## src/tcqbs_pkg.sv

```systemverilog
// Types, codes and constants shared by the scheduler modules.
package tcqbs_pkg;

   localparam int TimeBits        = 16;
   localparam int ActionBits      = 2;
   localparam int CfgBits         = 4;
   localparam int CsrIndexBits    = 1;
   localparam int ServedBits      = 4;
   localparam int SlotWaitBits    = 20;
   localparam int PendingBits     = 7;
   localparam int TotalServedBits = 32;
   localparam int TotalWaitBits   = 40;
   localparam int ReqDataBits     = 16;
   localparam int RspDataBits     = 208;

   localparam logic [CfgBits-1:0] CapacityReset = 4'd10;
   localparam logic [CfgBits-1:0] QuotaReset    = 4'd8;

   // Configuration register indexes.
   localparam logic [CsrIndexBits-1:0] CSR_SLOT_CAPACITY  = 1'b0;
   localparam logic [CsrIndexBits-1:0] CSR_PRIORITY_QUOTA = 1'b1;

   // Request kinds; the fourth code has no effect.
   typedef enum logic [ActionBits-1:0] {
      ACT_PRIORITY_ARRIVE  = 2'd0,
      ACT_SECONDARY_ARRIVE = 2'd1,
      ACT_DEPART           = 2'd2
   } action_type;

   typedef enum logic [2:0] {
      ST_IDLE,
      ST_PUSH,
      ST_PASS_QUOTA,
      ST_PASS_SECONDARY,
      ST_PASS_FILL,
      ST_RESULT
   } state_type;

   // Commands from the controller to the datapath.
   typedef struct packed {
      logic load;
      logic push;
      logic pop_priority;
      logic pop_secondary;
      logic emit;
   } cmd_type;

   // Status from the datapath to the controller.
   typedef struct packed {
      action_type action;
      logic       priority_ok;
      logic       secondary_ok;
      logic       quota_hit;
      logic       slot_full;
      logic       out_free;
   } status_type;

endpackage

```

## src/tcqbs_fifo.sv

```systemverilog
// Time-stamp queue with a memory, a registered head read and a write bypass.
module tcqbs_fifo #(
   parameter int DEPTH = 64
) (
   input  logic                              clock,
   input  logic                              reset,
   input  logic                              push,
   input  logic                              pop,
   input  logic [tcqbs_pkg::TimeBits-1:0]    push_data,
   output logic [tcqbs_pkg::TimeBits-1:0]    head_data,
   output logic [$clog2(DEPTH+1)-1:0]        count,
   output logic                              full
);
   import tcqbs_pkg::*;

   localparam int AddrW = $clog2(DEPTH);
   localparam int CntW  = $clog2(DEPTH+1);

   logic [TimeBits-1:0] mem [DEPTH];
   logic [AddrW-1:0]    head_ff, head_in;
   logic [CntW-1:0]     count_ff, count_in;
   logic [TimeBits-1:0] rd_ff;
   logic                byp_ff;
   logic [TimeBits-1:0] byp_data_ff;
   logic [AddrW:0]      tail_sum;
   logic [AddrW-1:0]    tail;
   logic                do_push, do_pop;

   // Write address is head plus count, wrapped at the depth.
   always_comb begin
      tail_sum = (AddrW+1)'(head_ff) + (AddrW+1)'(count_ff);
      if (tail_sum >= (AddrW+1)'(DEPTH)) begin
         tail = AddrW'(tail_sum - (AddrW+1)'(DEPTH));
      end else begin
         tail = AddrW'(tail_sum);
      end
   end

   assign full    = (count_ff == CntW'(DEPTH));
   assign do_push = push && !full;
   assign do_pop  = pop && (count_ff != '0);

   // Next head pointer and occupancy.
   always_comb begin
      head_in = head_ff;
      if (do_pop) begin
         head_in = (head_ff == AddrW'(DEPTH-1)) ? '0 : head_ff + 1'b1;
      end
      count_in = count_ff;
      if (do_push && !do_pop) begin
         count_in = count_ff + 1'b1;
      end else if (do_pop && !do_push) begin
         count_in = count_ff - 1'b1;
      end
   end

   always_ff @(posedge clock) begin
      if (reset) begin
         head_ff  <= '0;
         count_ff <= '0;
         byp_ff   <= 1'b0;
      end else begin
         head_ff  <= head_in;
         count_ff <= count_in;
         byp_ff   <= do_push && (tail == head_in);
      end
   end

   // Memory write and registered read of the next head entry.
   always_ff @(posedge clock) begin
      if (do_push) begin
         mem[tail] <= push_data;
      end
      rd_ff       <= mem[head_in];
      byp_data_ff <= push_data;
   end

   // A head-slot write comes from the bypass until the memory read has it.
   assign head_data = byp_ff ? byp_data_ff : rd_ff;
   assign count     = count_ff;

endmodule

```

## src/tcqbs_datapath.sv

```systemverilog
// Datapath: queues, slot counters, wait sums, running totals and result register.
module tcqbs_datapath #(
   parameter int QUEUE_DEPTH = 64
) (
   input  logic                                  clock,
   input  logic                                  reset,
   input  tcqbs_pkg::cmd_type                    cmd,
   output tcqbs_pkg::status_type                 status,
   input  logic [tcqbs_pkg::ReqDataBits-1:0]     req_tdata,
   input  logic [tcqbs_pkg::ActionBits-1:0]      req_tuser,
   output logic                                  rsp_tvalid,
   input  logic                                  rsp_tready,
   output logic [tcqbs_pkg::RspDataBits-1:0]     rsp_tdata,
   output logic                                  rsp_tuser,
   input  logic                                  csr_valid,
   output logic                                  csr_ready,
   input  logic [tcqbs_pkg::CsrIndexBits-1:0]    csr_index,
   input  logic [tcqbs_pkg::CfgBits-1:0]         csr_data
);
   import tcqbs_pkg::*;

   localparam int CntW = $clog2(QUEUE_DEPTH+1);

   logic [CfgBits-1:0]         cap_ff, quota_ff, quota_eff;
   action_type                 act_ff;
   logic [TimeBits-1:0]        time_ff;
   logic                       drop_ff;
   logic [ServedBits-1:0]      p_cnt_ff, s_cnt_ff;
   logic [SlotWaitBits-1:0]    p_wait_ff, s_wait_ff;
   logic [TotalServedBits-1:0] tot_ps_ff, tot_ps_in, tot_ss_ff, tot_ss_in;
   logic [TotalWaitBits-1:0]   tot_pw_ff, tot_pw_in, tot_sw_ff, tot_sw_in;
   logic [TotalServedBits:0]   ps_sum, ss_sum;
   logic [TotalWaitBits:0]     pw_sum, sw_sum;
   logic                       rsp_valid_ff;
   logic [RspDataBits-1:0]     rsp_data_ff;
   logic                       rsp_user_ff;
   logic [TimeBits-1:0]        p_head, s_head;
   logic [CntW-1:0]            p_count, s_count;
   logic                       p_full, s_full;
   logic                       p_push, s_push;
   logic [ServedBits:0]        slot_set;

   // Configuration registers; writes are always taken.
   assign csr_ready = 1'b1;
   always_ff @(posedge clock) begin
      if (reset) begin
         cap_ff   <= CapacityReset;
         quota_ff <= QuotaReset;
      end else if (csr_valid) begin
         case (csr_index)
            CSR_SLOT_CAPACITY:  cap_ff   <= csr_data;
            CSR_PRIORITY_QUOTA: quota_ff <= csr_data;
            default: ;
         endcase
      end
   end

   assign quota_eff = (quota_ff > cap_ff) ? cap_ff : quota_ff;

   // Queues, one per class.
   assign p_push = cmd.push && (act_ff == ACT_PRIORITY_ARRIVE);
   assign s_push = cmd.push && (act_ff == ACT_SECONDARY_ARRIVE);

   tcqbs_fifo #(.DEPTH(QUEUE_DEPTH)) u_priority_fifo (
      .clock     (clock),
      .reset     (reset),
      .push      (p_push),
      .pop       (cmd.pop_priority),
      .push_data (time_ff),
      .head_data (p_head),
      .count     (p_count),
      .full      (p_full)
   );

   tcqbs_fifo #(.DEPTH(QUEUE_DEPTH)) u_secondary_fifo (
      .clock     (clock),
      .reset     (reset),
      .push      (s_push),
      .pop       (cmd.pop_secondary),
      .push_data (time_ff),
      .head_data (s_head),
      .count     (s_count),
      .full      (s_full)
   );

   // Request latch, drop flag and per-slot counters and wait sums.
   always_ff @(posedge clock) begin
      if (cmd.load) begin
         act_ff    <= action_type'(req_tuser);
         time_ff   <= req_tdata[TimeBits-1:0];
         drop_ff   <= 1'b0;
         p_cnt_ff  <= '0;
         s_cnt_ff  <= '0;
         p_wait_ff <= '0;
         s_wait_ff <= '0;
      end else begin
         if (cmd.push) begin
            drop_ff <= (act_ff == ACT_PRIORITY_ARRIVE) ? p_full : s_full;
         end
         if (cmd.pop_priority) begin
            p_cnt_ff  <= p_cnt_ff + 1'b1;
            p_wait_ff <= p_wait_ff + SlotWaitBits'(time_ff - p_head);
         end
         if (cmd.pop_secondary) begin
            s_cnt_ff  <= s_cnt_ff + 1'b1;
            s_wait_ff <= s_wait_ff + SlotWaitBits'(time_ff - s_head);
         end
      end
   end

   // Status toward the controller.
   assign slot_set = {1'b0, p_cnt_ff} + {1'b0, s_cnt_ff};
   always_comb begin
      status.action       = action_type'(req_tuser);
      status.priority_ok  = (p_count != '0) && (p_head <= time_ff);
      status.secondary_ok = (s_count != '0) && (s_head <= time_ff);
      status.quota_hit    = (p_cnt_ff >= quota_eff);
      status.slot_full    = (slot_set >= {1'b0, cap_ff});
      status.out_free     = !rsp_valid_ff || rsp_tready;
   end

   // Saturating running totals.
   always_comb begin
      ps_sum    = {1'b0, tot_ps_ff} + (TotalServedBits+1)'(p_cnt_ff);
      ss_sum    = {1'b0, tot_ss_ff} + (TotalServedBits+1)'(s_cnt_ff);
      pw_sum    = {1'b0, tot_pw_ff} + (TotalWaitBits+1)'(p_wait_ff);
      sw_sum    = {1'b0, tot_sw_ff} + (TotalWaitBits+1)'(s_wait_ff);
      tot_ps_in = ps_sum[TotalServedBits] ? '1 : ps_sum[TotalServedBits-1:0];
      tot_ss_in = ss_sum[TotalServedBits] ? '1 : ss_sum[TotalServedBits-1:0];
      tot_pw_in = pw_sum[TotalWaitBits] ? '1 : pw_sum[TotalWaitBits-1:0];
      tot_sw_in = sw_sum[TotalWaitBits] ? '1 : sw_sum[TotalWaitBits-1:0];
   end

   always_ff @(posedge clock) begin
      if (reset) begin
         tot_ps_ff <= '0;
         tot_ss_ff <= '0;
         tot_pw_ff <= '0;
         tot_sw_ff <= '0;
      end else if (cmd.emit) begin
         tot_ps_ff <= tot_ps_in;
         tot_ss_ff <= tot_ss_in;
         tot_pw_ff <= tot_pw_in;
         tot_sw_ff <= tot_sw_in;
      end
   end

   // Result register; it holds until the consumer takes the result.
   always_ff @(posedge clock) begin
      if (reset) begin
         rsp_valid_ff <= 1'b0;
      end else if (cmd.emit) begin
         rsp_valid_ff <= 1'b1;
      end else if (rsp_tready) begin
         rsp_valid_ff <= 1'b0;
      end
   end

   always_ff @(posedge clock) begin
      if (cmd.emit) begin
         rsp_user_ff <= drop_ff;
         rsp_data_ff <= {2'b00, tot_sw_in, tot_pw_in, tot_ss_in, tot_ps_in,
                         PendingBits'(s_count), PendingBits'(p_count),
                         s_wait_ff, p_wait_ff, s_cnt_ff, p_cnt_ff};
      end
   end

   assign rsp_tvalid = rsp_valid_ff;
   assign rsp_tdata  = rsp_data_ff;
   assign rsp_tuser  = rsp_user_ff;

endmodule

```

## src/tcqbs_ctrl.sv

```systemverilog
// Controller: sequences arrivals, the three service passes and the result.
module tcqbs_ctrl (
   input  logic                  clock,
   input  logic                  reset,
   input  logic                  req_tvalid,
   output logic                  req_tready,
   input  tcqbs_pkg::status_type status,
   output tcqbs_pkg::cmd_type    cmd
);
   import tcqbs_pkg::*;

   state_type state_ff, state_in;

   always_ff @(posedge clock) begin
      if (reset) begin
         state_ff <= ST_IDLE;
      end else begin
         state_ff <= state_in;
      end
   end

   // Next state and commands.
   always_comb begin
      state_in   = state_ff;
      cmd        = '0;
      req_tready = 1'b0;
      case (state_ff)
         ST_IDLE: begin
            req_tready = 1'b1;
            if (req_tvalid) begin
               cmd.load = 1'b1;
               case (status.action)
                  ACT_PRIORITY_ARRIVE,
                  ACT_SECONDARY_ARRIVE: state_in = ST_PUSH;
                  ACT_DEPART:           state_in = ST_PASS_QUOTA;
                  default:              state_in = ST_RESULT;
               endcase
            end
         end
         ST_PUSH: begin
            cmd.push = 1'b1;
            state_in = ST_RESULT;
         end
         // Priority heads up to the quota.
         ST_PASS_QUOTA: begin
            if (status.priority_ok && !status.quota_hit) begin
               cmd.pop_priority = 1'b1;
            end else begin
               state_in = ST_PASS_SECONDARY;
            end
         end
         // Secondary heads up to the capacity.
         ST_PASS_SECONDARY: begin
            if (status.secondary_ok && !status.slot_full) begin
               cmd.pop_secondary = 1'b1;
            end else begin
               state_in = ST_PASS_FILL;
            end
         end
         // Remaining room goes to further priority heads.
         ST_PASS_FILL: begin
            if (status.priority_ok && !status.slot_full) begin
               cmd.pop_priority = 1'b1;
            end else begin
               state_in = ST_RESULT;
            end
         end
         ST_RESULT: begin
            if (status.out_free) begin
               cmd.emit = 1'b1;
               state_in = ST_IDLE;
            end
         end
         default: state_in = ST_IDLE;
      endcase
   end

endmodule

```

## src/two_class_quota_boarding_scheduler_unit.sv

```systemverilog
// Two-class quota scheduler: an arrival goes from the push state to the result state.
// A departure runs the quota, secondary and fill passes, then the result state.
// The service passes dequeue one queue head per cycle from a registered memory read.
// One request is in work at a time; the result register frees the input side.
// Synchronous active-high reset empties both queues, clears the totals and
// restores capacity 10 and quota 8; queue memories are not cleared.
module two_class_quota_boarding_scheduler_unit #(
   parameter int QUEUE_DEPTH = 64
) (
   input  logic                                  clock,
   input  logic                                  reset,
   input  logic                                  req_tvalid,
   output logic                                  req_tready,
   input  logic [tcqbs_pkg::ReqDataBits-1:0]     req_tdata,   // time_stamp
   input  logic [tcqbs_pkg::ActionBits-1:0]      req_tuser,   // action
   output logic                                  rsp_tvalid,
   input  logic                                  rsp_tready,
   // priority_served, secondary_served, priority_wait_sum, secondary_wait_sum,
   // priority_pending, secondary_pending, total_priority_served,
   // total_secondary_served, total_priority_wait, total_secondary_wait, zero pad
   output logic [tcqbs_pkg::RspDataBits-1:0]     rsp_tdata,
   output logic                                  rsp_tuser,   // status
   input  logic                                  csr_valid,
   output logic                                  csr_ready,
   input  logic [tcqbs_pkg::CsrIndexBits-1:0]    csr_index,
   input  logic [tcqbs_pkg::CfgBits-1:0]         csr_data
);
   import tcqbs_pkg::*;

   cmd_type    cmd;
   status_type status;

   tcqbs_ctrl u_ctrl (
      .clock      (clock),
      .reset      (reset),
      .req_tvalid (req_tvalid),
      .req_tready (req_tready),
      .status     (status),
      .cmd        (cmd)
   );

   tcqbs_datapath #(.QUEUE_DEPTH(QUEUE_DEPTH)) u_datapath (
      .clock      (clock),
      .reset      (reset),
      .cmd        (cmd),
      .status     (status),
      .req_tdata  (req_tdata),
      .req_tuser  (req_tuser),
      .rsp_tvalid (rsp_tvalid),
      .rsp_tready (rsp_tready),
      .rsp_tdata  (rsp_tdata),
      .rsp_tuser  (rsp_tuser),
      .csr_valid  (csr_valid),
      .csr_ready  (csr_ready),
      .csr_index  (csr_index),
      .csr_data   (csr_data)
   );

endmodule

```

## config.mk

```make
export PLATFORM = sky130hd
export DESIGN_NAME = two_class_quota_boarding_scheduler_unit
export DESIGN_NICKNAME = d
export VERILOG_FILES = /design/src/tcqbs_pkg.sv /design/src/tcqbs_fifo.sv /design/src/tcqbs_datapath.sv /design/src/tcqbs_ctrl.sv /design/src/two_class_quota_boarding_scheduler_unit.sv
export SDC_FILE = /design/constraint.sdc
export NUM_CORES = 2
export LEC_CHECK = 0
export ABC_AREA = 1
export BUFFER_PORTS_ARGS = -buffer_cell sky130_fd_sc_hd__buf_2
export CORE_AREA = 2 2 541 543
export DETAILED_ROUTE_END_ITERATION = 6
export DIE_AREA = 0 0 543 545
export SLEW_MARGIN = 20
export SYNTH_ARGS = -nofsm -noshare
export SYNTH_HDL_FRONTEND = slang
export SYNTH_SLANG_ARGS = --single-unit
```

## constraint.sdc

```tcl
create_clock -name clock -period 19.83 [get_ports clock]
set_input_delay 1.983 -clock clock [delete_from_list [all_inputs] [get_ports clock]]
set_output_delay 1.983 -clock clock [all_outputs]
set_load 0.02 [all_outputs]
```

==> flow_summary.toml <==
[power]
pwr-share-seq = 0.394
p_leak_nw = 54.3
comb_power_share = 0.316
ir_drop_uv = 141
pwr-share-clk = 0.290
power.total_mw = 16.8
intPower_mw = 10.6
p_sw_mw = 6.21
p_per_area_nw_per_um2 = 130
switching_share = 0.370

[cts]
clk_latency_ns = 0.87
cts_resized = 0
htree_levels = 5
clock_sinks = 2554
cts_hold_buf = 0
clockBufferDepth = 4
cts.clk_slew.worst_paths_ns = 0.06
numCtsBuffers = 268
post-cts-setup-buffers = 0
cts_tree = "yes"
cts_root_buffer = "clkbuf_16"

[global_route]
grt_pass1_vias = 74600
antenna_found_initial = 18
grt_pass1_wl_um = 499000
track_usage = 0.224
grt_max_degree = 195
grt-ovfl-total = 0

[logic_synthesis]
synth_area_leaders = "edfxtp_1 (59%), nand2_1 (9.1%), nand3_1 (8.7%)"
yosysUniqueCellTypes = 56
synth-main-ff-cell = "edfxtp_1"
ys_ff_latch = 2554
synth_top_area_frac = 0.590
yosysMostFrequentCell = "nand2_1"
synth_edf_count = 2273
synth_common_cells = "nand2_1 (2817), edfxtp_1 (2273), inv_1 (2050), nand3_1 (1999), nor2_1 (498)"
netlist_area_sq_um = 116000
yosysWarnings = 0
async_reset_ff_frac = 0
yosysSeqAreaShare = 0.639
syn_avg_cell_area_sq_um = 9.87
syn_inst = 11700
yosysTopAreaCell = "edfxtp_1"

[timing]
hold_violations = 0
whs_ns = 0.474
fmax_mhz = 138
setup_viol = 0
skew_ns = 0.0335
tightestPinTransition_ns = 1.18
min_period_ns = 7.26
rsz0062_at_grt = "false"
slew_headroom = 0.206
fin_crit_sh = 0.366
setup-tns-final_ns = 0
final_max_slew_viol_count = 0

[worst_setup_path]
critPathArrivalTime_ns = 8.00
cp.buffers_inverters = 5
critPathMostFrequentCell = "nand3_1"
cp_max_fo = 103
cp_data_required_time_ns = 20.56
worstSetupPathType = "reg2reg"
cpMaxStageDelayCell = "buf_4"
critical_path_depth = 20
cp_cell_sequence = "buf_12, buf_4, ha_1, nand3_1, nor2_1, nand3_1, nand4_2, nand2_2, nand2_2, nand2_4, buf_4, buf_4, buf_4, nand2_1, nand3_1, nand3_1, nand3_1, nand3_1, nand3_1, nand2_1"
crit_path_start_kind = "flip-flop"
max_stage_delay_ns = 0.82
crit_family = "buffers and inverters"
crit_path_end_kind = "flip-flop"
rr_worst_depth = 20

[drt]
vias = 82200
drc_errors = 0
avgRoutedWirePerCell_um = 21.2
dr.first_iter.drc_count = 8916
totalWireLength_um = 339000
vias_per_cell = 5.13
dr.pass1.iters = 6
ant_nets = 0

[flow_run]
maxCapViolations = 0

[hold_path]
hp-class = "reg2reg"
holdPathStages = 0

[finish]
fin_util = 0.446
drive_gt1_frac = 0.0746
fillCellCount = 27200
final_nets = 12100
syn_to_final_growth_pct = 11.9

[floorplanning]
die_area_sq_um = 296000
initial_core_util = 0.399
rows = 198
die_x_um = 543
core_area_sq_um = 290000
ios = 240
die_y_um = 545

[place]
routabilityCongestion = 0.886
portBuffers = 236
dpl.hpwl_um = 200000

[outcome]
status = "completed"
==> layout make-up <==
class	instances	area, sq um	share of cell area
clock inverters	116	942	0.00728
diodes	4	10.0	0.0000774
multi-input cells	6573	31600	0.245
clock buffers	349	7290	0.0563
flip-flops and latches	2554	73900	0.571
well taps	3900	4880	0.0377
repair buffers	455	2990	0.0231
inverters	2059	7740	0.0598
==> power groups by stage <==
stage	sequential, mW	clock, mW	combinational [mW]
final	6.61	4.86	5.29
after global routing	6.63	5.12	5.77
after CTS	6.61	4.92	5.24
after detailed placement	6.72	0	5.22
after global placement	6.72	0	5.19
after floorplan	6.86	0	3.22
==> per-layer routing <==
layer,vias up,routed length [um],GRT usage
met5,-,57,0
met4,10,11200,0.0731
met3,518,27200,0.0328
met2,3342,154000,0.353
met1,39400,146000,0.317
li1,38900,-,-
==> cells in the final DEF, fill, tap and decap left out, drive strengths merged, types with 16 or more instances in the layout <==
master / synthesis / layout
nand3b: 68 / 68
edfxtp: 2273 / 2273
a211oi: 25 / 25
o21ai: 320 / 320
or2: 24 / 24
dfxtp: 281 / 281
inv: 2057 / 2065
o21bai: 16 / 16
a31oi: 20 / 20
nand2: 2823 / 2823
clkbuf: 171 / 349
buf: 366 / 455
xor2: 93 / 93
a21oi: 259 / 259
xnor2: 63 / 63
nand4: 42 / 42
o211ai: 23 / 23
nor2: 502 / 502
clkinv: 2 / 95
nand3: 2002 / 2002
ha: 160 / 160
nor3: 56 / 56
==> state kept, by name, indices dropped and copies added, names as in the netlist, 3 cells and up <==
name and cells:
u_datapath.u_priority_fifo.head_ff 6, u_datapath.s_cnt_ff 4, u_datapath.u_secondary_fifo.head_ff 6, u_datapath.time_ff 16, u_datapath.u_priority_fifo.mem 1024, u_datapath.p_cnt_ff 4
u_datapath.rsp_tdata 206, u_datapath.s_wait_ff 20, u_datapath.u_secondary_fifo.count 7, u_datapath.tot_ps_ff 32, u_datapath.quota_ff 4, u_datapath.p_wait_ff 20
u_datapath.cap_ff 4, u_ctrl.state_ff 3, u_datapath.u_priority_fifo.count 7, u_datapath.u_priority_fifo.rd_ff 16, u_datapath.tot_pw_ff 40, u_datapath.tot_sw_ff 40
u_datapath.u_priority_fifo.byp_data_ff 16, u_datapath.tot_ss_ff 32, u_datapath.u_secondary_fifo.rd_ff 16, u_datapath.u_secondary_fifo.mem 1024
==> logic make-up (layout without fill, tap and decap cells) <==
kind of cell,Yosys count,after routing,synth area share
AND/OR/NAND/NOR,5539,5539,0.207
buffers and inverters,2596,2979,0.0893
AO/OA/AOI/OAI,700,700,0.0333
XOR/XNOR,156,156,0.0119
flip-flops,2554,2554,0.639
other,2,7,0.0000649
adder cells (fa/ha/maj),173,173,0.0196
multiplexers,2,2,0.000195
==> stage by stage <==
| step | instance area [sq um] | worst slack (ns) | std cells |
|---|---|---|---|
| floorplan | 116000 | 10.60 | 11700 |
| CTS | 129000 | 12.75 | 16000 |
| global route | 129000 | 12.28 | 16000 |
| finish | 129000 | 12.57 | 16000 |
| detailed placement | 121000 | 12.76 | 15500 |
| global placement | 121000 | 12.89 | 15500 |
==> worst register-to-register path, cell delays in order (launching register included) <==
cell,delay [ns]
edfxtp_1,0.38
buf_12,0.37
buf_4,0.75
ha_1,0.36
nand3_1,0.10
nor2_1,0.06
nand3_1,0.09
nand4_2,0.24
nand2_2,0.47
nand2_2,0.43
nand2_4,0.50
buf_4,0.71
buf_4,0.83
buf_4,0.90
nand2_1,0.12
nand3_1,0.11
nand3_1,0.17
nand3_1,0.16
nand3_1,0.18
nand3_1,0.15
nand2_1,0.05
==> worst paths after layout <==
check / start / end / slack [ns]
setup / recovery: u_datapath.time_ff[1]$_DFFE_PP_ / u_datapath.u_secondary_fifo.rd_ff[14]$_DFF_P_ / 12.57
setup reg to reg: u_datapath.time_ff[1]$_DFFE_PP_ / u_datapath.u_secondary_fifo.rd_ff[14]$_DFF_P_ / 12.57
hold reg to reg: u_datapath.drop_ff$_SDFFE_PP0P_ / u_datapath.rsp_tuser$_DFFE_PP_ / 0.47
hold / removal: u_datapath.drop_ff$_SDFFE_PP0P_ / u_datapath.rsp_tuser$_DFFE_PP_ / 0.47
(Power assumes the default switching activity.)
